### config.mk
export PLATFORM = sky130hd
export DESIGN_NAME = duplicate_frame_filter_top
export DESIGN_NICKNAME = d
export VERILOG_FILES = /design/src/design/dff_pkg.sv /design/src/design/dff_table.sv /design/src/design/dff_cmp.sv /design/src/design/dff_seq.sv /design/src/design/duplicate_frame_filter_top.sv
export VERILOG_INCLUDE_DIRS = /design/src /design/src/design
export SDC_FILE = /design/constraint.sdc
export NUM_CORES = 1
export LEC_CHECK = 0
export ABC_AREA = 1
export BUFFER_PORTS_ARGS = -buffer_cell sky130_fd_sc_hd__buf_2
export CELL_PAD_IN_SITES_DETAIL_PLACEMENT = 1
export CELL_PAD_IN_SITES_GLOBAL_PLACEMENT = 2
export CORE_MARGIN = 1.5
export CORE_UTILIZATION = 35
export CTS_CLUSTER_DIAMETER = 120
export DETAILED_ROUTE_END_ITERATION = 10
export GPL_TIMING_DRIVEN = 0
export PLACE_DENSITY = 0.72
export REMOVE_ABC_BUFFERS = 1
export SYNTH_ARGS = -nofsm -noshare
export SYNTH_HDL_FRONTEND = slang
export SYNTH_SLANG_ARGS = --single-unit
### constraint.sdc
create_clock -name clk -period 6 [get_ports clk]
set_input_delay 0.9 -clock clk [delete_from_list [all_inputs] [get_ports clk]]
set_output_delay 0.9 -clock clk [all_outputs]
set_load 0.005 [all_outputs]
### src/design/duplicate_frame_filter_top_defines.svh
// ----------------------------------------------------------------------------
// Duplicate frame filter assertion macros
// Shared assertion forms used by the filter top level.
// ----------------------------------------------------------------------------
`ifndef DUPLICATE_FRAME_FILTER_TOP_DEFINES_SVH
`define DUPLICATE_FRAME_FILTER_TOP_DEFINES_SVH

// The consequent must hold in the same cycle as the antecedent.
`define DFF_ASSERT_SAME(label, ante, cons, msg) \
  label: assert property (@(posedge clk) disable iff (rst) (ante) |-> (cons)) \
    else $error(msg);

// The consequent must hold in the cycle after the antecedent.
`define DFF_ASSERT_NEXT(label, ante, cons, msg) \
  label: assert property (@(posedge clk) disable iff (rst) (ante) |=> (cons)) \
    else $error(msg);

`endif

### src/design/dff_pkg.sv
// ----------------------------------------------------------------------------
// Duplicate frame filter package
// Types, codes and reset values shared by the filter modules.
// ----------------------------------------------------------------------------
package dff_pkg;

  // Default number of remembered frames.
  localparam int TABLE_ENTRIES_DEF = 10;

  // Fixed field widths.
  localparam int BYTE_W  = 8;
  localparam int TIME_W  = 32;
  localparam int AGE_W   = 16;
  localparam int INDEX_W = 6;
  localparam int CFG_INDEX_W = 1;
  localparam int CFG_DATA_W  = 16;

  // Register reset values.
  localparam logic [AGE_W-1:0]  AGE_LIMIT_RESET  = 16'd5;
  localparam logic [BYTE_W-1:0] CHECK_SEED_RESET = 8'h34;

  // Configuration register indexes.
  localparam logic [CFG_INDEX_W-1:0] REG_AGE_LIMIT  = 1'b0;
  localparam logic [CFG_INDEX_W-1:0] REG_CHECK_SEED = 1'b1;

  // Lookup outcome.
  typedef enum logic [1:0] {
    VERDICT_NEW      = 2'd0,
    VERDICT_REPEATED = 2'd1,
    VERDICT_FULL     = 2'd2
  } verdict_t;

  // Sequencer states.
  typedef enum logic [1:0] {
    ST_IDLE,
    ST_SWEEP,
    ST_FINISH
  } seq_state_t;

  // One remembered frame.
  typedef struct packed {
    logic [TIME_W-1:0] stamp;
    logic [BYTE_W-1:0] check;
    logic [BYTE_W-1:0] source;
  } entry_t;

  // Table port strobes from the sequencer.
  typedef struct packed {
    logic rd_en;
    logic wr_en;
    logic clr_en;
  } tbl_ctl_t;

  // Outcome of comparing one entry with the frame.
  typedef struct packed {
    logic expire;
    logic match;
    logic empty;
  } cmp_res_t;

  // One finished result.
  typedef struct packed {
    verdict_t           verdict;
    logic [BYTE_W-1:0]  check;
    logic [INDEX_W-1:0] index;
  } result_t;

endpackage

### src/design/dff_table.sv
// ----------------------------------------------------------------------------
// Duplicate frame filter table
// Entry memory with one registered read port, one write port and a valid
// flag per entry held in flip-flops.
// ----------------------------------------------------------------------------
module dff_table #(
  parameter int Entries = dff_pkg::TABLE_ENTRIES_DEF,
  parameter int IdxW    = (Entries > 1) ? $clog2(Entries) : 1
) (
  input  logic              clk,
  input  logic              rst,
  input  dff_pkg::tbl_ctl_t ctl,
  input  logic [IdxW-1:0]   rd_addr,
  input  logic [IdxW-1:0]   wr_addr,
  input  dff_pkg::entry_t   wr_word,
  input  logic [IdxW-1:0]   clr_addr,
  output dff_pkg::entry_t   rd_word,
  output logic              rd_entry_valid,
  output logic              rd_vld,
  output logic [IdxW-1:0]   rd_idx
);
  import dff_pkg::*;

  entry_t             mem [Entries];
  logic [Entries-1:0] valid;

  // Memory write and registered read.
  always_ff @(posedge clk) begin
    if (ctl.wr_en) begin
      mem[wr_addr] <= wr_word;
    end
    if (ctl.rd_en) begin
      rd_word <= mem[rd_addr];
    end
    rd_idx <= rd_addr;
  end

  // Valid flags and read strobe; a write marks the slot as taken.
  always_ff @(posedge clk) begin
    if (rst) begin
      valid  <= '0;
      rd_vld <= 1'b0;
      rd_entry_valid <= 1'b0;
    end else begin
      rd_vld <= ctl.rd_en;
      if (ctl.rd_en) begin
        rd_entry_valid <= valid[rd_addr];
      end
      if (ctl.clr_en) begin
        valid[clr_addr] <= 1'b0;
      end
      if (ctl.wr_en) begin
        valid[wr_addr] <= 1'b1;
      end
    end
  end

endmodule

### src/design/dff_cmp.sv
// ----------------------------------------------------------------------------
// Duplicate frame filter entry compare
// Shared unit that ages one entry and compares it with the ending frame.
// ----------------------------------------------------------------------------
module dff_cmp (
  input  dff_pkg::entry_t                   ent,
  input  logic                              ent_valid,
  input  logic [dff_pkg::TIME_W-1:0]        now_time,
  input  logic [dff_pkg::BYTE_W-1:0]        source,
  input  logic [dff_pkg::BYTE_W-1:0]        check,
  input  logic [dff_pkg::AGE_W-1:0]         age_limit,
  output dff_pkg::cmp_res_t                 res
);
  import dff_pkg::*;

  logic [TIME_W-1:0] age;
  logic              too_old;

  // Age wraps modulo 2^32, so an entry stamped in the future looks very old.
  always_comb begin
    age     = now_time - ent.stamp;
    too_old = age > {{(TIME_W-AGE_W){1'b0}}, age_limit};
    res.expire = ent_valid && too_old;
    res.empty  = !ent_valid || too_old;
    res.match  = ent_valid && !too_old && (ent.source == source) &&
                 (ent.check == check);
  end

endmodule

### src/design/dff_seq.sv
// ----------------------------------------------------------------------------
// Duplicate frame filter sequencer
// Folds payload bytes into the running check and, at the end of a frame,
// sweeps the table one entry a cycle through the compare unit.
// ----------------------------------------------------------------------------
module dff_seq #(
  parameter int Entries = dff_pkg::TABLE_ENTRIES_DEF,
  parameter int IdxW    = (Entries > 1) ? $clog2(Entries) : 1
) (
  input  logic                         clk,
  input  logic                         rst,
  // Input stream
  input  logic                         in_valid,
  output logic                         in_ready,
  input  logic [dff_pkg::BYTE_W-1:0]   payload_byte,
  input  logic                         byte_present,
  input  logic                         last_byte,
  input  logic [dff_pkg::BYTE_W-1:0]   source_node,
  input  logic [dff_pkg::TIME_W-1:0]   now_time,
  // Configuration
  input  logic                         seed_load,
  input  logic [dff_pkg::BYTE_W-1:0]   check_seed,
  input  logic [dff_pkg::AGE_W-1:0]    age_limit,
  // Table
  output dff_pkg::tbl_ctl_t            tbl_ctl,
  output logic [IdxW-1:0]              rd_addr,
  output logic [IdxW-1:0]              wr_addr,
  output dff_pkg::entry_t              wr_word,
  output logic [IdxW-1:0]              clr_addr,
  input  dff_pkg::entry_t              rd_word,
  input  logic                         rd_entry_valid,
  input  logic                         rd_vld,
  input  logic [IdxW-1:0]              rd_idx,
  // Result
  input  logic                         out_free,
  output logic                         res_load,
  output dff_pkg::result_t             res
);
  import dff_pkg::*;

  localparam int CntW = $clog2(Entries + 1);
  localparam logic [CntW-1:0] CntEnd = CntW'(Entries);

  seq_state_t        state, state_next;
  logic [BYTE_W-1:0] running_check;
  logic [BYTE_W-1:0] frame_check;
  logic [BYTE_W-1:0] frame_source;
  logic [TIME_W-1:0] frame_now;
  logic [CntW-1:0]   cnt;
  logic              hit_found, free_found;
  logic [IdxW-1:0]   hit_idx, free_idx;
  logic              accept, frame_close;
  cmp_res_t          cmp;

  assign accept      = in_valid && in_ready;
  assign frame_close = accept && last_byte;

  // Shared compare unit, fed from the table read port.
  dff_cmp u_cmp (
    .ent       (rd_word),
    .ent_valid (rd_entry_valid),
    .now_time  (frame_now),
    .source    (frame_source),
    .check     (frame_check),
    .age_limit (age_limit),
    .res       (cmp)
  );

  // State register.
  always_ff @(posedge clk) begin
    if (rst) begin
      state <= ST_IDLE;
    end else begin
      state <= state_next;
    end
  end

  // Next state, table strobes and result.
  always_comb begin
    state_next     = state;
    in_ready       = 1'b0;
    tbl_ctl.rd_en  = 1'b0;
    tbl_ctl.wr_en  = 1'b0;
    tbl_ctl.clr_en = rd_vld && cmp.expire;
    rd_addr        = cnt[IdxW-1:0];
    clr_addr       = rd_idx;
    wr_addr        = hit_found ? hit_idx : free_idx;
    wr_word.stamp  = frame_now;
    wr_word.check  = frame_check;
    wr_word.source = frame_source;
    res_load       = 1'b0;
    res.check      = frame_check;
    if (hit_found) begin
      res.verdict = VERDICT_REPEATED;
      res.index   = INDEX_W'(hit_idx);
    end else if (free_found) begin
      res.verdict = VERDICT_NEW;
      res.index   = INDEX_W'(free_idx);
    end else begin
      res.verdict = VERDICT_FULL;
      res.index   = '0;
    end
    unique case (state)
      ST_IDLE: begin
        in_ready = 1'b1;
        if (frame_close) begin
          state_next = ST_SWEEP;
        end
      end
      ST_SWEEP: begin
        tbl_ctl.rd_en = (cnt != CntEnd);
        if (cnt == CntEnd) begin
          state_next = ST_FINISH;
        end
      end
      ST_FINISH: begin
        if (out_free) begin
          res_load      = 1'b1;
          tbl_ctl.wr_en = hit_found || free_found;
          state_next    = ST_IDLE;
        end
      end
      default: begin
        state_next = ST_IDLE;
      end
    endcase
  end

  // Running check, sweep counter and first hit and free slot.
  always_ff @(posedge clk) begin
    if (rst) begin
      running_check <= CHECK_SEED_RESET;
      cnt           <= '0;
      hit_found     <= 1'b0;
      free_found    <= 1'b0;
    end else begin
      if (seed_load) begin
        running_check <= check_seed;
      end else if (accept) begin
        if (last_byte) begin
          running_check <= check_seed;
        end else if (byte_present) begin
          running_check <= running_check ^ payload_byte;
        end
      end
      if (frame_close) begin
        cnt        <= '0;
        hit_found  <= 1'b0;
        free_found <= 1'b0;
      end else if (state == ST_SWEEP) begin
        if (cnt != CntEnd) begin
          cnt <= cnt + 1'b1;
        end
        if (rd_vld && !hit_found && cmp.match) begin
          hit_found <= 1'b1;
          hit_idx   <= rd_idx;
        end
        if (rd_vld && !free_found && cmp.empty) begin
          free_found <= 1'b1;
          free_idx   <= rd_idx;
        end
      end
    end
  end

  // Frame fields captured with the last word; a byte on it is folded in.
  always_ff @(posedge clk) begin
    if (frame_close) begin
      frame_check  <= byte_present ? (running_check ^ payload_byte) : running_check;
      frame_source <= source_node;
      frame_now    <= now_time;
    end
  end

endmodule

### src/design/duplicate_frame_filter_top.sv
// ----------------------------------------------------------------------------
// Duplicate frame filter
// Folds frame payload words into an XOR check and, at the end of each frame,
// reports whether the same source and check were seen recently.
// ----------------------------------------------------------------------------
// A payload word without tlast is taken and the block is ready again at
// once. A word with tlast starts a sweep of the frame table through one
// shared age and match compare unit, one entry a cycle from a memory with
// a registered read port, so the block is busy for the sweep and the result
// hand-off after that word, and longer only while the previous result has
// not been taken. The result sits in an output register, so a new frame
// can start while it waits. Configuration writes are taken in any cycle
// but are meant for when the block is idle; writing the seed restarts the
// running check.
module duplicate_frame_filter_top #(
  parameter int TableEntries = dff_pkg::TABLE_ENTRIES_DEF
) (
  input  logic                               clk,
  input  logic                               rst,
  // Input stream
  input  logic                               s_tvalid,
  output logic                               s_tready,
  input  logic [47:0]                        s_tdata,  // payload_byte, source_node, now_time
  input  logic                               s_tuser,  // byte_present
  input  logic                               s_tlast,  // last_byte
  // Result stream
  output logic                               m_tvalid,
  input  logic                               m_tready,
  output logic [15:0]                        m_tdata,  // frame_check, entry_index, zero pad
  output logic [1:0]                         m_tuser,  // verdict
  // Configuration
  input  logic                               cfg_we,
  input  logic [dff_pkg::CFG_INDEX_W-1:0]    cfg_index,
  input  logic [dff_pkg::CFG_DATA_W-1:0]     cfg_data
);
  import dff_pkg::*;

  localparam int IdxW = (TableEntries > 1) ? $clog2(TableEntries) : 1;

  logic [AGE_W-1:0]  age_limit;
  logic [BYTE_W-1:0] check_seed;
  logic              seed_load;
  tbl_ctl_t          tbl_ctl;
  logic [IdxW-1:0]   rd_addr, wr_addr, clr_addr, rd_idx;
  entry_t            wr_word, rd_word;
  logic              rd_entry_valid, rd_vld;
  logic              out_free, res_load;
  result_t           res, res_q;

  // Configuration registers.
  assign seed_load = cfg_we && (cfg_index == REG_CHECK_SEED);

  always_ff @(posedge clk) begin
    if (rst) begin
      age_limit  <= AGE_LIMIT_RESET;
      check_seed <= CHECK_SEED_RESET;
    end else if (cfg_we) begin
      unique case (cfg_index)
        REG_AGE_LIMIT:  age_limit  <= cfg_data;
        REG_CHECK_SEED: check_seed <= cfg_data[BYTE_W-1:0];
        default: ;
      endcase
    end
  end

  dff_seq #(
    .Entries (TableEntries),
    .IdxW    (IdxW)
  ) u_seq (
    .clk            (clk),
    .rst            (rst),
    .in_valid       (s_tvalid),
    .in_ready       (s_tready),
    .payload_byte   (s_tdata[7:0]),
    .byte_present   (s_tuser),
    .last_byte      (s_tlast),
    .source_node    (s_tdata[15:8]),
    .now_time       (s_tdata[47:16]),
    .seed_load      (seed_load),
    .check_seed     (seed_load ? cfg_data[BYTE_W-1:0] : check_seed),
    .age_limit      (age_limit),
    .tbl_ctl        (tbl_ctl),
    .rd_addr        (rd_addr),
    .wr_addr        (wr_addr),
    .wr_word        (wr_word),
    .clr_addr       (clr_addr),
    .rd_word        (rd_word),
    .rd_entry_valid (rd_entry_valid),
    .rd_vld         (rd_vld),
    .rd_idx         (rd_idx),
    .out_free       (out_free),
    .res_load       (res_load),
    .res            (res)
  );

  dff_table #(
    .Entries (TableEntries),
    .IdxW    (IdxW)
  ) u_table (
    .clk            (clk),
    .rst            (rst),
    .ctl            (tbl_ctl),
    .rd_addr        (rd_addr),
    .wr_addr        (wr_addr),
    .wr_word        (wr_word),
    .clr_addr       (clr_addr),
    .rd_word        (rd_word),
    .rd_entry_valid (rd_entry_valid),
    .rd_vld         (rd_vld),
    .rd_idx         (rd_idx)
  );

  // Output register.
  assign out_free = !m_tvalid || m_tready;

  always_ff @(posedge clk) begin
    if (rst) begin
      m_tvalid <= 1'b0;
    end else if (res_load) begin
      m_tvalid <= 1'b1;
    end else if (m_tready) begin
      m_tvalid <= 1'b0;
    end
  end

  always_ff @(posedge clk) begin
    if (res_load) begin
      res_q <= res;
    end
  end

  assign m_tdata = {2'b00, res_q.index, res_q.check};
  assign m_tuser = res_q.verdict;

`include "duplicate_frame_filter_top_defines.svh"

  // A full table always reports slot zero.
  `DFF_ASSERT_SAME(a_full_index_zero, m_tvalid && (m_tuser == VERDICT_FULL), m_tdata[13:8] == '0, "full verdict with nonzero slot")
  // A reported slot lies inside the table; one spare bit keeps a full-size table in range.
  `DFF_ASSERT_SAME(a_index_in_range, m_tvalid && (m_tuser != VERDICT_FULL), {1'b0, m_tdata[13:8]} < (INDEX_W + 1)'(TableEntries), "slot outside the table")
  // The end of a frame starts the sweep, which holds off input.
  `DFF_ASSERT_NEXT(a_busy_after_last, s_tvalid && s_tready && s_tlast, !s_tready, "input taken during the table sweep")

endmodule

# --- After elaboration in Yosys (flattened, before gate mapping) ---
# Memories as Yosys holds them, arrays and structs flattened. A register that Yosys moved wholly into a read port is not among the register bits.
# Cells that the tools add are included.
word_totals:
  latchBits: 0
  romBits: 0
  word_cells: 112
  ramBits: 480
  mem_count: 1
  ff_bits: 129
classes:
  mux: 32
  n_bitwise: 7
  order_cmp: 6
  mul: 0
  n_reduce_logical: 34
  n_div: 0
  addsub: 2
  eq_ne: 9
  shifts: 0
memory_table:
  columns: ["name", "words", "word_bits", "read_ports", "rd_ports_with_merged_regs", "write_ports", "line_no", "text"]
  rows:
  - ["u_table.mem", 10, 48, 1, 1, 1, "dff_table.sv:24", "entry_t mem [Entries];"]
op_table:
  columns: ["operator", "count"]
  rows:
  - ["$mux W8", 5]
  - ["$gt A32 B16 Y1", 1]
  - ["$sub A32 B32 Y32", 1]
  - ["$mux W10", 3]
  - ["$eq A8 B8 Y1", 2]
  - ["$lt A4 B5 Y1 const B", 3]
  - ["$logic_and A1 B1 Y1", 14]
  - ["$mux W1", 13]
  - ["$mux W4", 3]
  - ["$and A10 B10 Y10", 1]
  - ["$not A10 Y10", 1]
  - ["$or A10 B10 Y10", 1]
  - ["$reduce_and A2 Y1", 5]
  - ["$demux W1 S4", 2]
  - ["$ge A4 B1 Y1 const B", 2]
  - ["$mux W2", 4]
  - ["$reduce_and A4 Y1", 2]
  - ["$xor A8 B8 Y8", 1]
  - ["$pmux W2 S3", 1]
  - ["$logic_not A1 Y1", 5]
  - ["$add A4 B1 Y4 const B", 1]
  - ["$bmux W1 S4", 1]
  - ["$eq A4 B4 Y1 const B", 1]
  - ["$ne A2 B1 Y1 const B", 2]
  - ["10 further kinds", 15]

# --- Logic depth before layout (Yosys ltp) ---
# Gate-level depths: netlist of run 1.
depth:
  depth_word: 10
  depth_mapped: 25

# --- By module ---
# Synthesis of run 1 repeated with hierarchy kept, for this count alone.
hier_totals:
  hier_cells: 2713
  hier_area_um2: 28868.9
modules_own_cells:
  columns: ["mod", "instances", "area_each_um2", "cells_each"]
  rows:
  - ["dff_table", 1, 20982.6, 1606]
  - ["dff_cmp", 1, 3377.0, 669]
  - ["dff_seq", 1, 2907.8, 257]
  - ["duplicate_frame_filter_top", 1, 1601.5, 181]

# --- Least setup slack after synthesis of run 1 ---
# OpenSTA, ideal clock, no wires.
synth_timing:
  kind: "in2reg"
  startpoint: "input port m_tready"
  endpoint: "register u_table.valid[4]"
  t_required_ps: 5929
  arrival_ps: 4420
  path_buffers: 0
  path_slack_ps: 1509
  stages: 6
  path_cell_list: "nor2_1 nor2_1 nand3_1 nor2_1 inv_1 a21oi_2"
synth_via:
  elab_chain_cells: 4
synth_lines:
  columns: ["element", "line_no", "text"]
  rows:
  - ["start: declaration", "duplicate_frame_filter_top.sv:28", "input logic m_tready,"]
  - ["$logic_or A1 B1 Y1", "duplicate_frame_filter_top.sv:114", "assign out_free = !m_tvalid || m_tready;"]
  - ["$mux W1", "dff_seq.sv:117", "if (out_free) begin"]
  - ["$mux W1", "dff_seq.sv:103", "unique case (state)"]
  - ["$mux W10", "dff_table.sv:52", "if (ctl.wr_en) begin"]
  - ["end signal: assignment", "dff_table.sv:41", "valid <= '0;"]
  - ["end signal: indexed assignment", "dff_table.sv:50", "valid[clr_addr] <= 1'b0;"]
  - ["end signal: indexed assignment", "dff_table.sv:53", "valid[wr_addr] <= 1'b1;"]
  - ["end: declaration", "dff_table.sv:25", "logic [Entries-1:0] valid;"]
# No other way between the ends.
# A chain may end at the register's enable or synchronous reset.

# --- Worst setup path after layout of run 1 ---
layout_timing:
  startpoint: "register u_seq.frame_now[0]"
  endpoint: "register u_seq.hit_idx[3] (enable)"
layout_via:
  elab_chain_cells: 8
layout_lines:
  columns: ["element", "line_no", "text"]
  rows:
  - ["start: declaration", "dff_seq.sv:48", "logic [TIME_W-1:0] frame_now;"]
  - ["start signal: assignment", "dff_seq.sv:171", "frame_now <= now_time;"]
  - ["$sub A32 B32 Y32", "dff_cmp.sv:21", "age = now_time - ent.stamp;"]
  - ["$gt A32 B16 Y1", "dff_cmp.sv:22", "too_old = age > {{(TIME_W-AGE_W){1'b0}}, age_limit};"]
  - ["$logic_not A1 Y1", "dff_cmp.sv:25", "res.match = ent_valid && !too_old && (ent.source == source) &&"]
  - ["$logic_and A1 B1 Y1 (3 in series)", "dff_cmp.sv:25", null]
  - ["$logic_and A1 B1 Y1", "dff_seq.sv:154", "if (rd_vld && !hit_found && cmp.match) begin"]
  - ["$reduce_and A4 Y1 (no source line)", null, null]
  - ["end signal: assignment", "dff_seq.sv:156", "hit_idx <= rd_idx;"]
  - ["end: declaration", "dff_seq.sv:51", "logic [IdxW-1:0] hit_idx, free_idx;"]
# No other way between the ends.

==> results of run 1 <==
-- registers in the layout (all words and copies together) (netlist names), 10 cells and up --
register and count:
u_table.mem 480, u_table.rd_word 48, age_limit 16, m_tdata 12
u_seq.frame_now 32, u_table.valid 10
-- worst max-delay path, stage by stage, from the launching register on --
cell,delay [ns]
edfxtp_1,0.55
inv_1,0.09
ha_1,0.23
fa_1,0.42
inv_1,0.13
nand3_1,0.09
nand3_1,0.17
nand3_1,0.11
nand3_1,0.19
xor2_1,0.12
ha_1,0.28
nand2_1,0.07
nor3_1,0.42
nand3_1,0.14
nand2_1,0.17
nand3_1,0.14
nor2_1,0.12
nand2_1,0.10
nor2_4,0.24
nand3_1,0.18
nor2_1,0.39
-- synthesized netlist by cell type (3+ instances only) --
cell / instances
buf_2: 6
o2111ai_1: 7
dfxtp_1: 57
xor2_1: 26
o21ai_0: 322
nor2_2: 10
ha_1: 49
nand2_1: 330
o221ai_1: 60
nand3_1: 63
inv_2: 9
clkbuf_1: 93
clkinv_1: 5
a31oi_1: 6
edfxtp_1: 598
o22ai_1: 42
nand3_2: 3
nor3_1: 8
and2_1: 3
nand4_1: 8
a21oi_2: 11
nor2_1: 324
buf_4: 4
buf_1: 8
nor4_1: 3
nand2_2: 14
a21oi_1: 45
inv_1: 235
o211ai_1: 42
-- path summary, 6_finish.rpt --
kind	endpoint	slack, ns
setup / recovery	u_seq.hit_idx[3]	1.29
hold / removal	u_seq.frame_now[3]	0.46
setup reg to reg	u_seq.hit_idx[3]	1.29
hold reg to reg	age_limit[11]	0.47
-- cell type report --
cell class / count / share of cell area [%]
tap: 1050 / 4.09
clock inverter: 39 / 1.02
inverter: 249 / 2.95
timing repair buffer: 120 / 3.67
clock buffer: 85 / 5.78
sequential: 655 / 59.5
multi-input combinational: 1405 / 23.0
-- cell usage in the layout (no fill, tap or decap), types with 22 or more instances in the layout --
cell | synthesis | layout
dfxtp_1 | 57 | 53
nand2_1 | 330 | 330
o221ai_1 | 60 | 60
clkbuf_16 | 0 | 70
a21oi_1 | 45 | 45
o22ai_1 | 42 | 42
xor2_1 | 26 | 26
ha_1 | 49 | 49
o211ai_1 | 42 | 42
nand3_1 | 63 | 63
buf_2 | 6 | 87
buf_12 | 0 | 22
nor2_1 | 324 | 312
o21ai_0 | 322 | 322
inv_1 | 235 | 232
edfxtp_1 | 598 | 598
-- routing by layer --
layer	up-vias	part of all wire (%)	GRT usage [%]
met5	-	0	0
met4	0	2.1	5.89
met3	98	3.5	2.46
met2	294	50	34.6
met1	9501	44	25.6
li1	8682	-	-
-- metrics by stage --
step	util [%]	area [um^2]	cells	power, mW
floorplan	-	27300	2309	5.68
global placement	36.9	29100	3446	5.96
detailed placement	38.0	29900	3479	5.98
CTS	40.8	32100	3603	10.2
global route	40.8	32100	3603	10.4
finish	40.8	32100	3603	10.1
-- power by group --
| group | leakage, nW | total [mW] | internal [mW] | switching [mW] |
|---|---|---|---|---|
| combinational | 4.60 | 0.756 | 0.243 | 0.513 |
| clock | 1.07 | 4.18 | 2.39 | 1.79 |
| sequential | 5.87 | 5.13 | 5.04 | 0.0811 |
| total | 11.5 | 10.1 | 7.67 | 2.39 |
-- kinds of logic (layout without fill, tap and decap cells) --
group           Yosys count  count (layout)  share of synthesized area (%)
simple gates            778             778                           11.5
flops                   655             655                           68.8
compound gates          545             545                           11.6
buf+inv                 360             493                           4.95
fa+ha+maj                50              50                           2.28
xor+xnor                 28              28                          0.883
other cells               1               4                         0.0135
==> reports/results.ini, run 1 <==
[status]
status = complete, no violations

[final_layout]
antenna-diode-count = 0
multi_input_area_um2 = 7390
seq_area_um2 = 19100
n_fill_cell = 8364
layout-drive-gt1-share_pct = 11.6
fin_nets = 2622
syn_to_final_growth_pct = 15.7

[sta]
fin_crit_sh_pct = 78.6
setup_viol = 0
drv_slew = 0
fmax_ghz = 0.212
fin_crit_ns = 4.71
setup_tns_ns = 0
grt_setup_unrepaired = false
setup_ws_ns = 1.29
tightest_slew_ns = 1.07
slew_headroom_pct = 28.3
hold_ws_ns = 0.462
report.final.hold_viol_count = 0
fin_skew_ns = 0.0234

[grt]
grt_pass1_vias = 20087
track_usage_pct = 19.8
grt_pass1_wl_um = 121000
overflow = 0
antenna_found_initial = 0
grt_max_degree = 143

[cts]
cts_sinks = 655
clock_path_buffers = 3
holdBufCountCts = 0
clockRootBuffer = clkbuf_16
clk_latency_ns = 0.61
tritoncts = built
cts_buffers = 69
clk_pin_slew_worst_paths_ns = 0.06
cts_resized = 0
cts_setup_buffers = 0
cts.htree.levels = 3

[synth]
synth-main-ff-cell = edfxtp_1
synth_area_um2 = 27800
async_reset_ff_share_pct = 0
ys_types = 47
yosysTopAreaCell = edfxtp_1
synth_enable_flop_cells = 598
syn-instance-count = 2417
ys_seq_area_share_pct = 68.8
ys_warn_count = 0
synthTopCellsByArea = edfxtp_1 (65%), o21ai_0 (5.8%), nand2_1 (4.5%)
synth-seq-cells = 655
synth_top_area_share_pct = 64.7
syn_avg_cell_area_um2 = 11.5

[pwr]
ir_worst_vdd_v = 0.000170
powerDensity_nw_per_um2 = 313
p_leak_nw = 11.5

[route]
drt_iter0_drc = 1199
drcViolationCount = 0
routed-via-count = 18575
drt-vias-per-instance = 5.16
wl_per_cell_um = 22.2
first_pass_iters = 5
totalWireLength_um = 79900
ant_nets = 0

[die]
start_util_pct = 35.3
core_um2 = 78700
num_rows = 103
die_w_um = 285
die_area_um2 = 81000
die_h_um = 285
ios = 92

[placement]
preCtsSetupSlack_ns = 1.26
gp_congestion = 0.824
place.detailed.hpwl_um = 50600
port_buffers = 87

[setup_path]
cp.required_ns = 6.25
crit_path_start_kind = register
cp-end-kind = register
worstSetupPathType = register to register
r2r_cells = 20
timing.rr.start = u_seq.frame_now[0]
critPathLaunch = u_seq.frame_now[0]
worstPathArrival_ns = 4.96
cp_max_fo = 11

[min_path]
hp-class = input port to register
hold_depth = 1
hold_start = s_tdata[19]

[job]
max_cap_violations = 0

Note: power is estimated with default switching activity, not from simulation.
==> inputs of run 2 (changes only) <==
--- a/config.mk
+++ b/config.mk
@@ -15,7 +15,7 @@
 export CTS_CLUSTER_DIAMETER = 120
 export DETAILED_ROUTE_END_ITERATION = 10
 export GPL_TIMING_DRIVEN = 0
-export PLACE_DENSITY = 0.72
+export PLACE_DENSITY = 0.75
 export REMOVE_ABC_BUFFERS = 1
 export SYNTH_ARGS = -nofsm -noshare
 export SYNTH_HDL_FRONTEND = slang
==> constraint.sdc (replaced) <==
create_clock -name clk -period 4 [get_ports clk]
set_input_delay 0.6 -clock clk [delete_from_list [all_inputs] [get_ports clk]]
set_output_delay 0.6 -clock clk [all_outputs]
set_load 0.005 [all_outputs]
==> run 2 against run 1 <==
Critical path depth up 1. Sequential power rose by 50%. Sequential share of layout area decreased by 1.1 points. Die area unchanged. Utilization up 0.77 points. Sequential cell count unchanged. Total power up 52%. First-iteration DRC count decreased by 18%. Clock skew grew 0.0037 ns. Combinational power is 61% higher. Cell count grew 0.89%. Via count increased by 1.5%. Largest cell class unchanged.
==> reports/results.ini, run 2 (synthesis gave the netlist of run 1 again) <==
[grt]
track_usage_pct = 19.6  ; -0.23 points
grt_pass1_vias = 20291  ; +1.0%
overflow = 0  ; unchanged
grt_max_degree = 129  ; -9.8%
grt_pass1_wl_um = 121000  ; -0.10%
antenna_found_initial = 0  ; unchanged

[sta]
fin_crit_ns = 3.77  ; -0.947 ns
tightest_slew_ns = 1.05  ; -0.0226 ns
setup_tns_ns = 0  ; unchanged
slew_headroom_pct = 29.8  ; +1.5 points
fmax_ghz = 0.265  ; +25%
fin_crit_sh_pct = 94.2  ; +16 points
drv_slew = 0  ; unchanged
setup_viol = 0  ; unchanged
report.final.hold_viol_count = 0  ; unchanged
fin_skew_ns = 0.0270  ; +0.00366 ns

[setup_path]
worstSetupPathType = register to register
r2r-end = u_seq.free_idx[3]
worstPathArrival_ns = 4.13  ; -0.83 ns
ff2ff_setup_slack_ns = 0.23  ; -1.05 ns
crit_path_start_kind = register
r2r_cells = 21  ; +5.0%
cp.required_ns = 4.36  ; -1.89 ns
timing.rr.start = u_seq.frame_now[5]
cp-end-kind = register
cp_max_fo = 6  ; -5

[cts]
cts_sinks = 655  ; unchanged
cts_buffers = 71  ; +2.9%
clk_latency_ns = 0.62  ; about the same
tritoncts = built
clk_pin_slew_worst_paths_ns = 0.06  ; about the same
cts.htree.levels = 3  ; unchanged
clock_path_buffers = 3  ; unchanged
clockRootBuffer = clkbuf_16

[pwr]
clkPwrFrac_pct = 41.6  ; about the same
ir_worst_vdd_v = 0.000286  ; +68%
seq_power_share_pct = 50.4  ; -0.6 points
p_leak_nw = 11.7  ; +1.9%
powerDensity_nw_per_um2 = 466  ; +49%
power_frac_comb_pct = 8.0  ; +0.5 points
p_total_mw = 15.3  ; +52%
internal-power_mw = 11.6  ; +51%
power.switching_mw = 3.64  ; +53%
swShare_pct = 23.9  ; +0.17 points

[min_path]
whs_endpoint = u_seq.frame_source[4]
hold_depth = 1  ; unchanged
hp-class = input port to register
hold_start = s_tdata[12]

[final_layout]
layout-drive-gt1-share_pct = 14.1  ; +2.4 points
antenna-diode-count = 0  ; unchanged
mostFrequentLayoutCell = edfxtp_1
top_regs = u_table.mem (480), u_table.rd_word (48), u_seq.frame_now (32)
regMostFlops = u_table.mem
syn_to_final_growth_pct = 17.9
largest_reg_flops = 480  ; unchanged
fin_nets = 2648  ; +0.99%
n_fill_cell = 8305  ; -0.71%
layout_common_cells = edfxtp_1 (598), nand2_1 (322), o21ai_0 (321), nor2_1 (310), inv_1 (230)

[placement]
gp_congestion = 0.835  ; +1.3%
place.detailed.hpwl_um = 50400  ; -0.43%
port_buffers = 87  ; unchanged

[route]
routed-via-count = 18860  ; +1.5%
drcViolationCount = 0  ; unchanged
drt-vias-per-instance = 5.19  ; +0.64%
ant_nets = 0  ; unchanged
wl_per_cell_um = 21.9  ; -1.3%
drt_iter0_drc = 989  ; -18%
totalWireLength_um = 79500  ; -0.41%
first_pass_iters = 7  ; +2

[die]
num_rows = 103  ; unchanged
core_um2 = 78700  ; unchanged
die_area_um2 = 81000  ; unchanged
die_w_um = 285  ; unchanged
start_util_pct = 35.3  ; unchanged
ios = 92  ; unchanged
die_h_um = 285  ; unchanged

[status]
status = complete, no violations

[job]
max_cap_violations = 0  ; unchanged

==> run 2: how the worst max path moves through the flow <==
stage,slack (ns),from,depth (start not counted),end
after global routing,-0.02,u_seq.frame_now[5],24,u_table.valid[4]
after CTS,0.001,u_seq.frame_now[0],24,u_table.valid[4]
final,0.23,u_seq.frame_now[5],21,u_seq.free_idx[3]
after floorplan,-6.95,u_seq.rd_addr[0],8,u_seq.rd_addr[2]
after global placement,-19.18,u_seq.rd_addr[0],7,u_seq.rd_addr[1]
after detailed placement,-0.83,u_seq.frame_now[0],20,u_seq.hit_idx[0]
==> run 2: power by group through the flow <==
stage	logic, mW	clock network (mW)	registers (mW)
final	1.22	6.35	7.68
after floorplan	0.705	0	7.81
after detailed placement	1.13	0	7.84
after global placement	1.04	0	7.89
after global routing	1.38	6.73	7.69
after CTS	1.20	6.49	7.68
==> run 2: worst max-delay path, cell delays in order, from the launching register on <==
cell and delay [ns]:
edfxtp_1 0.51, ha_4 0.31, buf_4 0.13, nand2_2 0.10
inv_1 0.07, nand2_1 0.13, nand2_1 0.07, nand2_1 0.07
nand3_2 0.12, xor2_1 0.17, ha_1 0.30, nand4_1 0.13
nor3_4 0.21, nand3_1 0.13, nand2_2 0.12, nand3_2 0.11
nor2_2 0.11, nand2_2 0.08, nor2_4 0.23, nand3_4 0.14
nand3_1 0.16, inv_2 0.09
==> run 2: repair_timing <==
item	4_1_cts	5_1_grt
pin swaps	3	10
hold buffers	0	0
buffers inserted	17	7
setup endpoints to repair	72	71
gates resized for setup	31	37
==> run 2: metrics by stage <==
| step | area [um^2] | hold slack [ns] | std cells | worst slack, ns | util [%] |
|---|---|---|---|---|---|
| floorplan | 27300 | 0.426 | 2309 | -6.95 | - |
| global placement | 29100 | 0.442 | 3446 | -19.18 | 36.9 |
| detailed placement | 30000 | 0.445 | 3479 | -0.830 | 38.0 |
| finish | 32700 | 0.154 | 3635 | 0.233 | 41.6 |
| CTS | 32500 | 0.121 | 3628 | 0.00144 | 41.3 |
| global route | 32700 | 0.138 | 3635 | -0.0235 | 41.6 |
==> run 2: final cells by class <==
type                       instances  area, um^2  area share [%]
tap                             1050        1310            4.01
timing repair buffer             144        1390            4.23
clock buffer                      97        1980            6.04
sequential                       655       19100            58.4
clock inverter                    35         277           0.845
multi-input combinational       1405        7700            23.5
inverter                         249         981            3.00
==> run 2: metal layers <==
metal / GRT usage (%) / part of all wire, %
met5: 0 / 0
met4: 6.13 / 2.1
met2: 34.3 / 50
met1: 25.0 / 44
met3: 2.51 / 3.8
==> inputs of run 3 (changes only) <==
--- a/config.mk
+++ b/config.mk
@@ -15,7 +15,7 @@
 export CTS_CLUSTER_DIAMETER = 120
 export DETAILED_ROUTE_END_ITERATION = 10
 export GPL_TIMING_DRIVEN = 0
-export PLACE_DENSITY = 0.75
+export PLACE_DENSITY = 0.71
 export REMOVE_ABC_BUFFERS = 1
 export SYNTH_ARGS = -nofsm -noshare
 export SYNTH_HDL_FRONTEND = slang
==> run 3 against run 2 <==
Non-clock buffer count rose by 1. Worst hold slack improved by 0.0013 ns. Utilization barely moved. Critical path depth did not move. Via count fell by 0.69%. Worst setup slack got worse by 0.0027 ns. Cell count barely moved. Wire length rose by 0.84%. Largest power group unchanged. First-iteration DRC count rose by 25%. Sequential share of layout area barely moved. Die area did not move. Sequential cell count did not move.
==> reports/results.ini, run 3 (synthesis gave the netlist of run 1 again) <==
[sta]
report.final.hold_viol_count = 0  ; unchanged
fmax_ghz = 0.265  ; about the same
hold_ws_ns = 0.155  ; +0.00126 ns
fin_skew_ns = 0.0289  ; +0.00185 ns
slew_headroom_pct = 19.9  ; -9.9 points
grt_setup_unrepaired = false
fin_crit_ns = 3.77  ; +0.00274 ns
tightest_slew_ns = 1.20  ; +0.148 ns
fin_crit_sh_pct = 94.2  ; about the same
setup_viol = 0  ; unchanged
drv_slew = 0  ; unchanged

[route]
routed-via-count = 18730  ; -0.69%
drt-vias-per-instance = 5.16  ; -0.61%
ant_nets = 0  ; unchanged
drcViolationCount = 0  ; unchanged
first_pass_iters = 5  ; -2
totalWireLength_um = 80200  ; +0.84%
drt_iter0_drc = 1235  ; +25%
wl_per_cell_um = 22.1  ; +0.93%

[pwr]
ir_worst_vdd_v = 0.000251  ; -12%
powerDensity_nw_per_um2 = 468  ; +0.52%
p_leak_nw = 11.7  ; -0.12%

[cts]
cts_buffers = 71  ; unchanged
clock_path_buffers = 3  ; unchanged
clk_latency_ns = 0.63  ; about the same
cts_sinks = 655  ; unchanged
cts.htree.levels = 3  ; unchanged
clk_pin_slew_worst_paths_ns = 0.06  ; about the same
clockRootBuffer = clkbuf_16
tritoncts = built

[final_layout]
stdcell_area_um2 = 32700  ; about the same
final_util_pct = 41.6  ; about the same
layout-drive-gt1-share_pct = 13.7  ; -0.37 points
multi_input_area_um2 = 7680  ; -0.18%
top_regs = u_table.mem (480), u_table.rd_word (48), u_seq.frame_now (32)
largest_reg_flops = 480  ; unchanged
fin_nets = 2649  ; +0.038%
n_fill_cell = 8280  ; -0.30%
layout_common_cells = edfxtp_1 (598), nand2_1 (325), o21ai_0 (321), nor2_1 (310), inv_1 (230)
mostFrequentLayoutCell = edfxtp_1
seq_area_um2 = 19100  ; unchanged
regMostFlops = u_table.mem
syn_to_final_growth_pct = 17.9  ; about the same
antenna-diode-count = 0  ; unchanged

[setup_path]
crit_chain = ha_4 -> nand2_2 -> nor2_4 -> inv_2 -> nor2_1 -> nand2_1 -> nand2_2 -> xor2_2 -> ha_1 -> a21oi_1 -> o21ai_1 -> a21oi_2 -> nand2_1 -> nand2_2 -> nand3_2 -> nor2_2 -> nand2_2 -> nor2_4 -> buf_12 -> nand3_4 -> nor2_4
max_stage_delay_ns = 0.50  ; about the same
cp_common_cell = nand2_2
worstPathArrival_ns = 4.09  ; -0.04 ns
crit_slowest_cell = edfxtp_1
worstSetupPathType = register to register
cp.required_ns = 4.32  ; -0.04 ns
cp-end-kind = register
crit_path_start_kind = register
cp_max_fo = 4  ; -2

[die]
ios = 92  ; unchanged
core_um2 = 78700  ; unchanged
start_util_pct = 35.3  ; unchanged
die_h_um = 285  ; unchanged
num_rows = 103  ; unchanged
die_area_um2 = 81000  ; unchanged
die_w_um = 285  ; unchanged

[placement]
place.detailed.hpwl_um = 50700  ; +0.74%
place_area_um2 = 30000  ; +0.17%
port_buffers = 87  ; unchanged
gp_congestion = 0.835  ; about the same

[grt]
antenna_found_initial = 0  ; unchanged
track_usage_pct = 19.8  ; +0.27 points
globalRoute.busiestLayer = met2
met3_usage_pct = 2.30  ; -0.22 points
grt_use_met2_pct = 33.9  ; -0.39 points
grt_max_degree = 148  ; +15%
grt_use_met1_pct = 26.5  ; +1.4 points
grt_pass1_vias = 20223  ; -0.34%
grt_pass1_wl_um = 122000  ; +1.0%
overflow = 0  ; unchanged

[status]
status = complete, no violations

[job]
max_cap_violations = 0  ; unchanged

[min_path]
hp-class = input port to register

run 3: changes by cell type in the layout (fill, tap and decap cells not counted), moves of 3 or more:
cell,before,now
clkbuf_8,6,2
clkinv_2,14,11
inv_6,1,6
nand2_1,322,325
nand2_2,21,18
nand3_1,52,55
nand3_2,12,8
run 3: metrics by stage:
step | power, mW | cells | worst slack (ns) | TNS (ns)
after CTS | 15.5 | 3627 | 0.000639 | 0
final | 15.3 | 3632 | 0.230 | 0
after global placement | 8.94 | 3446 | -20.24 | -3818.90
after floorplan | 8.51 | 2309 | -6.95 | -709.59
after global routing | 15.9 | 3632 | 0.00301 | 0
after detailed placement | 8.98 | 3481 | -0.825 | -10.25
run 3: timing repair:
action                                 CTS  global route
setup endpoints to repair               20            20
gates resized for setup                 22            35
hold buffers                             0             0
pin swaps                                1             7
setup buffers                           18             5
endpoints found under the hold margin    0             0
run 3: area by class of cell:
class	count	area share (%)
clock buffer	91	5.78
clock inverter	37	1.10
inverter	249	2.90
multi-input combinational	1405	23.5
sequential	655	58.4
tap	1050	4.01
timing repair buffer	145	4.34
run 3: routing by layer:
layer,up-vias,part of all wire (%),routed length [um]
met5,-,0,0
met4,0,2.2,1780
met3,109,3.0,2440
met2,291,49,39600
met1,9575,45,36400
li1,8755,-,-
run 3: worst paths after layout:
path | from | endpoint | slack (ns) | depth (start not counted)
max | u_seq.frame_now[7] | u_seq.hit_idx[0] | 0.23 | 21
min | s_tdata[40] | u_seq.frame_now[24] | 0.16 | 1
min reg2reg | age_limit[11] | age_limit[11] | 0.46 | 2
max reg2reg | u_seq.frame_now[7] | u_seq.hit_idx[0] | 0.23 | 21
run 3: worst max-delay path, delay by kind of cell, from the launching register on:
family,cells,cell delay (ns)
buffers and inverters,2,0.19
adders and majority gates,2,0.63
DFF,1,0.50
AOI/OAI and AO/OA,3,0.46
xor gates and xnor gates,1,0.20
and+or+nand+nor,13,1.46
run 3: power by group:
| part | switching, mW | internal (mW) | leakage, nW |
|---|---|---|---|
| clock | 2.74 | 3.70 | 1.09 |
| combinational | 0.794 | 0.409 | 4.77 |
| sequential | 0.124 | 7.57 | 5.87 |
